$ cat config.mk
export PLATFORM = sky130hd
export DESIGN_NAME = tlpp_ram
export DESIGN_NICKNAME = d
export VERILOG_FILES = /design/src/rtl/tlpp_ram.sv
export SDC_FILE = /design/constraint.sdc
export NUM_CORES = 1
export LEC_CHECK = 0
export ABC_AREA = 1
export BUFFER_PORTS_ARGS = -buffer_cell sky130_fd_sc_hd__buf_2
export CAP_MARGIN = 20
export CORE_MARGIN = 8
export CORE_UTILIZATION = 55
export CTS_BUF_LIST = sky130_fd_sc_hd__clkbuf_2 sky130_fd_sc_hd__clkbuf_4 sky130_fd_sc_hd__clkbuf_8
export DETAILED_ROUTE_END_ITERATION = 10
export HOLD_SLACK_MARGIN = 0.03
export PLACE_DENSITY_LB_ADDON = 0.25
export SYNTH_ARGS = -nofsm -noshare
export SYNTH_HDL_FRONTEND = slang
export SYNTH_SLANG_ARGS = --single-unit
$ cat constraint.sdc
create_clock -name clk -period 2.52 [get_ports clk]
set_input_delay 0.378 -clock clk [delete_from_list [all_inputs] [get_ports clk]]
set_output_delay 0.378 -clock clk [all_outputs]
set_load 0.1 [all_outputs]
$ cat src/rtl/tlpp_ram.sv
// Generic single-write, single-read RAM with registered read data.
// Standalone; no package dependency.
module tlpp_ram #(
  parameter int WIDTH = 8,
  parameter int DEPTH = 64
) (
  input  logic                     clk,
  input  logic                     we,
  input  logic [$clog2(DEPTH)-1:0] waddr,
  input  logic [WIDTH-1:0]         wdata,
  input  logic [$clog2(DEPTH)-1:0] raddr,
  output logic [WIDTH-1:0]         rdata
);

  logic [WIDTH-1:0] mem [DEPTH];

  always_ff @(posedge clk) begin
    if (we) begin
      mem[waddr] <= wdata;
    end
    rdata <= mem[raddr];
  end

endmodule

Yosys cells after proc, flatten, opt, wreduce, memory -nomap -nowiden
Memories as Yosys holds them, arrays and structs flattened. A register that Yosys moved wholly into a read port is not among the register bits.
Cells that the tools add are included.
{"block": "word_totals", "register_bits": 0, "latch_bits": 0, "ramBits": 512, "rom_bits": 0, "out_inout_bits": 8, "memories": 1}
{"block": "op_classes", "add_sub_neg": 0, "n_mul": 0, "div_mod_pow": 0, "order_cmp": 0, "eq_ne": 0, "shift": 0, "mux": 2, "bitwise_logic": 0, "reduce_logical": 0}
{"memory": "mem", "words": 64, "word_bits": 8, "rd": 1, "rd_ports_with_merged_regs": 1, "wr": 1, "line": "15", "text": "logic [WIDTH-1:0] mem [DEPTH];"}
{"cell": "1-bit two-way mux", "count": 2}

Depth between registers and ports, before layout
Gate-level depths: netlist (run 1).
{"block": "logic_depth", "ltp_word": 2, "ltp_mapped": 12, "depth_no_buf": 9}

Worst setup path after synthesis (run 1)
OpenSTA, ideal clock, no wires.
{"block": "synth_path", "kind": "in2reg", "startpoint": "in we", "endpoint": "mem mem[48][0], enable pin", "setup_time_ns": 0.395, "arrival_ns": 1.749, "required_ns": 2.125, "path_slack_ns": 0.376, "stages": 3, "path_cell_list": "clkbuf_1 > nand4_1 > nor4_1"}
{"block": "synth_via", "elab_chain_len": 2}
{"item": "start, declared", "line": "8", "text": "input logic we,"}
{"item": "1-bit two-way mux", "line": "18", "text": "if (we) begin"}
{"item": "1-bit two-way mux (implied by the code)", "line": "19", "text": "mem[waddr] <= wdata;"}
{"item": "end, declared", "line": "15"}
No other way between the ends.

Worst setup path after layout (run 1)
{"block": "layout_path", "startpoint": "reg rdata[4] (read register of mem)", "endpoint": "out rdata[4]"}
{"item": "start, declared", "line": "12", "text": "output logic [WIDTH-1:0] rdata"}
No word-level cell between the ends.

==> results of run 1 <==
[flip-flops by register name, summed over array words and instances, names as in the netlist]
register	count
mem	512
rdata	8
[layout make-up]
cell class | instances | area (um2)
Fill cell | 3007 | 14600
Timing Repair Buffer | 136 | 1160
Clock buffer | 116 | 1420
Sequential cell | 520 | 15500
Tap cell | 518 | 648
Multi-Input combinational cell | 1160 | 4950
Clock inverter | 27 | 121
Inverter | 12 | 52.6
[synthesized netlist by cell type]
master      n  share of area, %
inv_6       1             0.041
buf_6      35               1.8
buf_8       2              0.14
buf_4      14              0.49
nand2_1   648                11
nand3_1   439                10
dfxtp_1     8              0.75
nand4_1     9              0.26
buf_1      10              0.18
inv_1      10              0.18
inv_2       1             0.018
nor4_1      8              0.23
nor2_1     56              0.99
edfxtp_1  512                72
buf_2      37              0.87
clkbuf_1   15              0.26
[cell usage in the layout, fill, tap and decap left out]
master and count:
nand2_1 648, nand3_1 439, clkbuf_8 88, clkinv_2 7
clkinv_1 17, inv_1 9, clkbuf_4 28, nor2_1 56
clkinvlp_4 3, buf_6 1, nor4_1 8, inv_4 1
buf_2 27, dfxtp_1 8, inv_2 1, buf_12 16
buf_4 92, edfxtp_1 512, inv_6 1, nand4_1 9
[how the worst max path moves through the flow]
stage / start / end / slack, ns / cells past startpoint
floorplan: we / mem[48][0]$_DFFE_PP_ / 0.38 / 3
global placement: raddr[1] / rdata[0]$_DFF_P_ / 0.45 / 11
detailed placement: raddr[1] / rdata[0]$_DFF_P_ / 0.42 / 11
CTS: rdata[4]$_DFF_P_ / rdata[4] / 0.61 / 1
global route: rdata[4]$_DFF_P_ / rdata[4] / 0.59 / 1
finish: rdata[4]$_DFF_P_ / rdata[4] / 0.62 / 1
[kinds of logic after synthesis]
| logic type | after synthesis |
|---|---|
| simple gates | 1160 |
| flops | 520 |
| buf+inv | 125 |
[tightest hold or removal path, stage by stage]
cell     delay (ns)
buf_2          0.18
nand3_1        0.11
nand2_1        0.05
[layer usage]
layer  GRT usage [%]  part of all wire (%)  wire length, um
met1            31.6                    41            21300
met2            36.1                    47            24100
met3            4.70                   9.0             4620
met4            8.78                   2.8             1440
met5               0                 0.019               10
[metrics by stage]
stage	cell area, um2	cells	util (%)	hold slack [ns]
floorplan	21300	1805	-	0.477
global placement	22300	2346	58.1	0.762
detailed placement	22300	2346	58.1	0.758
CTS	23900	2489	62.1	0.0864
global route	23900	2489	62.1	0.133
finish	23900	2489	62.1	0.139
[power by group]
part	internal [mW]	switching [mW]
clock network	3.61	3.13
logic	0.309	0.941
registers	9.57	0.0352
total	13.5	4.10
==> impl_metrics.env, run 1 <==
export IMPL_outcome="completed"
export IMPL_clock_fmax_mhz=527
export IMPL_irDropWorstVdd_uv=591
export IMPL_power_mw=17.6
export IMPL_synthXorXnorAreaFrac_pct=0
export IMPL_path_buf_inv=1
export IMPL_cpMaxStageDelayCell="buf_2"
export IMPL_path_cells="buf_2"
export IMPL_place_congestion=0.856
export IMPL_track_usage_pct=23.0
export IMPL_postCtsHoldBufs=0
export IMPL_grt_max_degree=89
export IMPL_min_path_type="in -> reg"
export IMPL_synth_compound_area_share_pct=0
export IMPL_r2r_start="mem[49][0]$_DFFE_PP_"
export IMPL_min_to="rdata[1]$_DFF_P_"
export IMPL_syn_cell_area_um2=21300
export IMPL_dpl_worst_slack_ns=0.423
export IMPL_routed_wl_um=51500
export IMPL_start_kind="flip-flop"
export IMPL_finalSetupViolCount=0
export IMPL_r2r_cells=8
export IMPL_fin_worst_skew_ns=0.0261
export IMPL_cp_slowest_stage_delay_ns=0.47
export IMPL_htree_levels=3
export IMPL_die_h_um=213
export IMPL_leakage_nw=8.81
export IMPL_drv_cap=0
export IMPL_ios=30
export IMPL_cts_max_path_buffers=3
export IMPL_synth_seq_cells=520
export IMPL_crit_path_end_kind="output pin"
export IMPL_worstSetupPathType="reg -> out"
export IMPL_path_max_fanout=1
export IMPL_syn_nets=1827
export IMPL_syn_inst=1805
export IMPL_vias=13900
export IMPL_p_per_area_nw_per_um2=737
export IMPL_ant_nets=0
export IMPL_reg2reg_slack_ns=1.18
export IMPL_antenna_found_initial=1
export IMPL_fin_crit_sh_pct=75.3
export IMPL_grt_pass1_vias=13800
export IMPL_cts_resized=0
export IMPL_start_util_pct=55.5
export IMPL_min_period_ns=1.90
export IMPL_die_area_um2=45400
export IMPL_final_nets=1933
export IMPL_numCtsBuffers=81
export IMPL_required_ns=2.14
export IMPL_dpl_hpwl_um=30600
export IMPL_drc=0
export IMPL_viasPerCell=5.59
export IMPL_synth_cell_types=16
export IMPL_avgSynthCellArea_um2=11.8
export IMPL_cts_tree="yes"
export IMPL_yosys_area_share_simple_pct=23.2
export IMPL_drtPass1Iterations=6
export IMPL_synth_seq_area_share_pct=72.8
export IMPL_io_buffers=29
export IMPL_dr_first_iter_drc_count=1507
export IMPL_diodes=0
export IMPL_synth_top_family_by_area="simple AND/OR/NAND/NOR gates"
export IMPL_cts_root_buf="clkbuf_8"
export IMPL_cpLargestDelayFamily="buffers and inverters"
export IMPL_cts_setup_buffers=0
export IMPL_layout_drive_gt1_share_pct=13.4
export IMPL_finalWorstSetupSlack_ns=0.622
export IMPL_grt_overflow=0
export IMPL_fp_dieW_um=213
export IMPL_worst_pin_slew_ns=0.808
export IMPL_drv_slew=0
export IMPL_finalSetupTns_ns=0
export IMPL_hp_start="raddr[5]"
export IMPL_clk_latency_ns=0.62
export IMPL_wl_per_cell_um=20.7
export IMPL_yosys_warnings=0
export IMPL_clkTransAtPathRegs_ns=0.06
export IMPL_grt_pass1_wl_um=79000
export IMPL_syn_to_final_growth_pct=11.9
export IMPL_rsz0062_at_grt="no"
export IMPL_slew_headroom_pct=46.1
export IMPL_synthMuxAreaShare_pct=0
export IMPL_worstReg2RegEnd="rdata[0]$_DFF_P_"
export IMPL_synth_adder_area_share_pct=0
export IMPL_min_path_cells=3
export IMPL_crit_arrival_ns=1.52
export IMPL_coreArea_um2=38500
export IMPL_fp_row_count=72
export IMPL_hold_viol_final=0
export IMPL_clock_sinks=520
Note: power is estimated with default switching activity, not from simulation.
==> run 2: changes to the inputs <==
Settings changed: ABC_AREA 1 to 0.
Clock period 2.52 ns to 1.58 ns, I/O delays scaled along.
==> run 2 against run 1 <==
The run now ends with setup timing left. Combinational power increased by 54%. Wire length decreased by 12%. Core utilization increased by 4.7 points. Clock skew decreased by 0.0076 ns. Global-route usage decreased by 1.9 points. Area after synthesis decreased by 5.5%. Clock-buffer cell count decreased by 9. Non-clock buffer count increased by 79. Sequential share of layout area decreased by 1.0 points. Critical endpoint is now rdata[1]$_DFF_P_.
==> impl_metrics.env, run 2 <==
export IMPL_outcome="complete, but fails checks"
export IMPL_violations="setup timing"
export IMPL_wl_per_cell_um=26.2
export IMPL_leakage_nw=8.03
export IMPL_yosys_warnings=0
export IMPL_synth_edff_count=512
export IMPL_path_max_fanout=1
export IMPL_ys_flop_type="edfxtp_1"
export IMPL_ios=30
export IMPL_cts_tree="yes"
export IMPL_p_sw_share_pct=22.2
export IMPL_yosys_top_cells_count="edfxtp_1 (512), mux4_2 (126), nor2_1 (83)"
export IMPL_final_cell_mix="edfxtp_1 (512), buf_4 (159), mux4_2 (126)"
export IMPL_cts_root_buf="clkbuf_8"
export IMPL_synth_area_top_cells="edfxtp_1 (76%), mux4_2 (14%), nor2_1 (1.5%)"
export IMPL_p_sw_mw=6.30
export IMPL_reg_top3="mem (512), rdata (8)"
export IMPL_wl_met3_um=3120
export IMPL_hold_slack_ns=0.108
export IMPL_irDropWorstVdd_uv=744
export IMPL_cts_setup_buffers=0
export IMPL_r2r_start="mem[14][1]$_DFFE_PP_"
export IMPL_die_area_um2=43100
export IMPL_place_congestion=0.834
export IMPL_synth_most_common_cell="edfxtp_1"
export IMPL_htree_levels=3
export IMPL_p_clk_share_pct=39.2
export IMPL_coreArea_um2=36300
export IMPL_syn_to_final_growth_pct=20.3
export IMPL_final_common_cell="edfxtp_1"
export IMPL_crit_path_end_kind="flip-flop"
export IMPL_finalWorstSetupSlack_ns=-0.205
export IMPL_power_mw=28.4
export IMPL_clock_sinks=520
export IMPL_grt_pass1_vias=10700
export IMPL_top_layer="met5"
export IMPL_clkTransAtPathRegs_ns=0.06
export IMPL_fin_crit_sh_pct=113
export IMPL_drv_cap=0
export IMPL_syn_nets=962
export IMPL_required_ns=2.08
export IMPL_io_buffers=29
export IMPL_drtPass1Iterations=4
export IMPL_syn_cell_area_um2=20200
export IMPL_start_kind="flip-flop"
export IMPL_hp_start="wdata[2]"
export IMPL_synth_seq_cells=520
export IMPL_clock_fmax_mhz=560
export IMPL_worstSetupPathType="reg -> reg"
export IMPL_cts_max_path_buffers=3
export IMPL_start_util_pct=55.5
export IMPL_viasPerCell=5.95
export IMPL_finalSetupViolCount=8
export IMPL_synth_cell_types=40
export IMPL_layout_drive_gt1_share_pct=41.9
export IMPL_met2_length_um=22200
export IMPL_dpl_hpwl_um=29400
export IMPL_final_nets=1208
export IMPL_track_usage_pct=21.1
export IMPL_largest_reg_flops=512
export IMPL_drv_slew=0
export IMPL_diodes=0
export IMPL_die_h_um=207
export IMPL_fp_row_count=70
export IMPL_p_per_area_nw_per_um2=1170
export IMPL_yosys_area_top_type_share_pct=76.2
export IMPL_dr_first_iter_drc_count=864
export IMPL_grt_max_degree=65
export IMPL_internal_power_mw=22.1
export IMPL_hold_viol_final=0
export IMPL_min_path_type="in -> reg"
export IMPL_grt_pass1_wl_um=67400
export IMPL_routed_wl_um=45100
export IMPL_min_period_ns=1.79
export IMPL_synth_seq_area_share_pct=77.0
export IMPL_worst_pin_slew_ns=0.743
export IMPL_rsz0062_at_grt="yes"
export IMPL_ant_nets=0
export IMPL_grt_overflow=0
export IMPL_syn_inst=940
export IMPL_drc=0
export IMPL_vias=10300
export IMPL_critPathLaunch="mem[14][1]$_DFFE_PP_"
export IMPL_fin_worst_skew_ns=0.0185
export IMPL_top_register="mem"
export IMPL_crit_arrival_ns=2.28
export IMPL_power_share_sequential_pct=54.0
export IMPL_synth_async_reset_ratio_pct=0
export IMPL_fp_dieW_um=207
export IMPL_antenna_found_initial=3
export IMPL_clk_latency_ns=0.62
export IMPL_fin_util_pct=66.7
export IMPL_numCtsBuffers=80
export IMPL_slew_headroom_pct=50.5
export IMPL_avgSynthCellArea_um2=21.5
export IMPL_power_frac_comb_pct=6.8
export IMPL_yosysTopAreaCell="edfxtp_1"
export IMPL_wl_met1_um=18400
==> run 2: changes by cell type after synthesis, sizes merged, moves of 23 or more <==
cell / delta
buf: -64
nand2: -629
nor2: +27
mux2i: +23
mux4: +126
nand3: -426
==> run 2: worst paths after layout <==
check / endpoint / slack [ns] / cells after the start
setup / recovery: rdata[1]$_DFF_P_ / -0.21 / 5
hold / removal: mem[60][2]$_DFFE_PP_ / 0.11 / 1
setup reg to reg: rdata[1]$_DFF_P_ / -0.21 / 5
hold reg to reg: rdata[7]$_DFF_P_ / 0.85 / 4
==> run 2: kinds of logic (layout without fill, tap and decap cells) <==
logic type / count (synthesis) / in the layout / share of synthesized area [%]
DFF: 520 / 520 / 77.0
muxes: 162 / 162 / 15.9
and+or+nand+nor: 153 / 153 / 3.39
AOI/OAI and AO/OA: 54 / 54 / 2.07
buffers and inverters: 51 / 365 / 1.57
==> run 2: layout make-up <==
cell class / instances / area (um2)
clock buffer: 107 / 1330
clock inverter: 43 / 289
fill: 2283 / 12100
multi-input combinational: 369 / 4550
sequential: 520 / 15500
tap: 468 / 586
timing repair buffer: 215 / 1970
==> run 2: layer usage <==
layer,vias to the layer above,track usage [%]
met5,-,0
met4,6,8.28
met3,91,4.83
met2,392,34.5
met1,5322,27.5
li1,4442,-
==> run 2: power by group through the flow <==
stage / Clock (mW) / Sequential [mW] / Combinational, mW
3_3_place_gp: 0 / 15.6 / 1.82
2_1_floorplan: 0 / 15.8 / 0.847
5_1_grt: 11.9 / 15.3 / 2.02
4_1_cts: 11.3 / 15.3 / 1.90
6_report: 11.1 / 15.3 / 1.92
3_5_place_dp: 0 / 15.6 / 1.84
==> run 2: critical path: stages (launching register included) <==
cell,delay (ns)
edfxtp_1,0.38
mux4_2,0.51
mux4_2,0.50
nor2_2,0.11
nor3_2,0.05
o2bb2ai_1,0.13
==> run 2: stage by stage <==
| stage | TNS (ns) | cells | setup WS [ns] | area, um2 |
|---|---|---|---|---|
| 6_report | -1.41 | 1722 | -0.205 | 24300 |
| 5_1_grt | -1.72 | 1722 | -0.257 | 24300 |
| 4_1_cts | -1.65 | 1720 | -0.318 | 24200 |
| 3_5_place_dp | -13.10 | 1569 | -0.685 | 22400 |
| 3_3_place_gp | -9.15 | 1569 | -0.682 | 22400 |
| 2_1_floorplan | -23.97 | 940 | -0.205 | 20300 |
==> run 2: repair_timing <==
item | CTS | global route
hold buffers | 1 | 1
gates resized for setup | 24 | 11
endpoints found under the hold margin | 1 | 11
setup endpoints to repair | 16 | 10
pin swaps | 8 | 6
==> run 3: changes to the inputs <==
Clock period 1.58 ns to 1.53 ns, I/O delays scaled along.
==> run 3 against run 2 <==
The flow still finishes with violations (setup timing). Die area stayed put. First-iteration DRC count is 5.0% higher. Core utilization is 0.84 points higher. Wire length is 0.87% lower. Critical endpoint is now rdata[6]$_DFF_P_.
==> impl_metrics.env, run 3 (synthesized netlist as in run 2, its figures left out) <==
export IMPL_syn_to_final_growth_pct=21.8
export IMPL_final_common_cell="edfxtp_1"
export IMPL_fin_crit_sh_pct=120
export IMPL_crit_path_end_kind="flip-flop"
export IMPL_hold_viol_final=0
export IMPL_r2r_cells=5
export IMPL_fp_row_count=70
export IMPL_viasPerCell=5.93
export IMPL_path_buf_inv=1
export IMPL_drtPass1Iterations=5
export IMPL_diodes=0
export IMPL_fp_dieW_um=207
export IMPL_reg2reg_slack_ns=-0.31
export IMPL_finalSetupViolCount=8
export IMPL_leakage_nw=8.09
export IMPL_violations="setup timing"
export IMPL_largest_reg_flops=512
export IMPL_fillCellCount=2306
export IMPL_fin_area_um2=24600
export IMPL_slew_headroom_pct=50.2
export IMPL_top_register="mem"
export IMPL_die_area_um2=43100
export IMPL_min_period_ns=1.84
export IMPL_ios=30
export IMPL_p_sw_share_pct=21.7
export IMPL_layout_drive_gt1_share_pct=43.2
export IMPL_internal_power_mw=23.0
export IMPL_grt_max_degree=65
export IMPL_min_path_cells=2
export IMPL_clkTransAtPathRegs_ns=0.06
export IMPL_p_clk_share_pct=39.0
export IMPL_cts_max_path_buffers=3
export IMPL_clk_latency_ns=0.63
export IMPL_track_usage_pct=21.0
export IMPL_ant_nets=0
export IMPL_cts_tree="yes"
export IMPL_finalSetupTns_ns=-2.12
export IMPL_crit_arrival_ns=2.33
export IMPL_drv_cap=0
export IMPL_power_mw=29.4
export IMPL_reg_top3="mem (512), rdata (8)"
export IMPL_antenna_found_initial=1
export IMPL_outcome="complete, but fails checks"
export IMPL_start_util_pct=55.5
export IMPL_die_h_um=207
export IMPL_vias=10100
export IMPL_clock_sinks=520
export IMPL_dpl_worst_slack_ns=-0.945
export IMPL_path_cells="mux4_2 > mux4_2 > nor2_1 > buf_4 > o32ai_2"
export IMPL_cpLargestDelayFamily="multiplexers"
export IMPL_io_buffers=29
export IMPL_power_share_sequential_pct=54.0
export IMPL_seqCellArea_um2=15500
export IMPL_routed_wl_um=44700
export IMPL_dr_first_iter_drc_count=907
export IMPL_finalWorstSetupSlack_ns=-0.306
export IMPL_grt_pass1_wl_um=67200
export IMPL_cts_setup_buffers=0
export IMPL_final_cell_mix="edfxtp_1 (512), buf_4 (134), mux4_2 (126)"
export IMPL_grt_pass1_vias=10700
export IMPL_cp_slowest_stage_delay_ns=0.53
export IMPL_fin_worst_skew_ns=0.0268
export IMPL_hold_slack_ns=0.114
export IMPL_top_layer="met5"
export IMPL_drc=0
export IMPL_met2_length_um=21900
export IMPL_rsz0062_at_grt="yes"
export IMPL_cts_root_buf="clkbuf_8"
export IMPL_worstSetupPathType="reg -> reg"
export IMPL_cpMaxStageDelayCell="mux4_2"
export IMPL_clock_fmax_mhz=545
export IMPL_power_frac_comb_pct=7.0
export IMPL_p_per_area_nw_per_um2=1190
export IMPL_timing_critical_path_mode_cell="mux4_2"
export IMPL_worst_path_stages=5
export IMPL_r2r_start="mem[55][6]$_DFFE_PP_"
export IMPL_multi_input_area_um2=4660
export IMPL_worstReg2RegEnd="rdata[6]$_DFF_P_"
export IMPL_start_kind="flip-flop"
export IMPL_place_congestion=0.856
export IMPL_min_to="mem[3][2]$_DFFE_PP_"
export IMPL_grt_overflow=0
export IMPL_dpl_hpwl_um=29200
export IMPL_hp_start="wdata[2]"
export IMPL_htree_levels=3
export IMPL_coreArea_um2=36300
export IMPL_wl_met1_um=18800
export IMPL_drv_slew=0
export IMPL_worst_pin_slew_ns=0.747
export IMPL_placed_area_um2=22600
export IMPL_wl_per_cell_um=26.1
export IMPL_numCtsBuffers=81
export IMPL_min_path_type="in -> reg"
export IMPL_irDropWorstVdd_uv=890
export IMPL_final_nets=1204
export IMPL_required_ns=2.03
export IMPL_p_sw_mw=6.36
export IMPL_path_max_fanout=1
export IMPL_wl_met3_um=3010
[run 3: cell count changes in the layout (fill, tap and decap cells not counted), moves of 7 or more]
| cell | change |
|---|---|
| dfxtp_2 | +7 |
| buf_12 | +18 |
| buf_4 | -25 |
| dfxtp_1 | -7 |
| nor2_1 | -14 |
| nor2_4 | +10 |
[run 3: power by group through the flow]
stage                     registers (mW)  logic (mW)  clock network (mW)
final                               15.8        2.06                11.5
after detailed placement            16.1        1.90                   0
after floorplan                     16.3       0.889                   0
after global routing                15.8        2.16                12.3
after CTS                           15.9        2.02                11.7
after global placement              16.1        1.87                   0
[run 3: layer usage]
metal  up-vias  GRT usage (%)
met2       385           33.7
met3        52           4.35
met5         -              0
met1      5273           28.8
li1       4428              -
met4         2           7.00
[run 3: metrics by stage]
step                      utilization [%]  std cells
after global placement               62.2       1558
after floorplan                         -        940
after detailed placement             62.2       1558
final                                67.6       1711
after global routing                 67.6       1711
after CTS                            67.2       1703
[run 3: final cells by class]
class                           instances  share of cell area (%)
Timing Repair Buffer                  210                    8.86
Sequential cell                       520                    63.3
Clock buffer                          112                    5.64
Multi-Input combinational cell        369                    19.0
Tap cell                              468                    2.38
Clock inverter                         32                   0.896
[run 3: repair_timing]
item | 4_1_cts | 5_1_grt
setup endpoints to repair | 16 | 9
pin swaps | 6 | 4
endpoints found under the hold margin | 3 | 48
gates resized for setup | 51 | 8
hold buffers | 1 | 4
[run 3: worst max path at each step]
stage,start,end
after global routing,mem[21][4]$_DFFE_PP_,rdata[4]$_DFF_P_
after floorplan,raddr[0],rdata[7]$_DFF_P_
after detailed placement,raddr[0],rdata[7]$_DFF_P_
final,mem[55][6]$_DFFE_PP_,rdata[6]$_DFF_P_
after CTS,mem[55][6]$_DFFE_PP_,rdata[6]$_DFF_P_
after global placement,raddr[0],rdata[7]$_DFF_P_
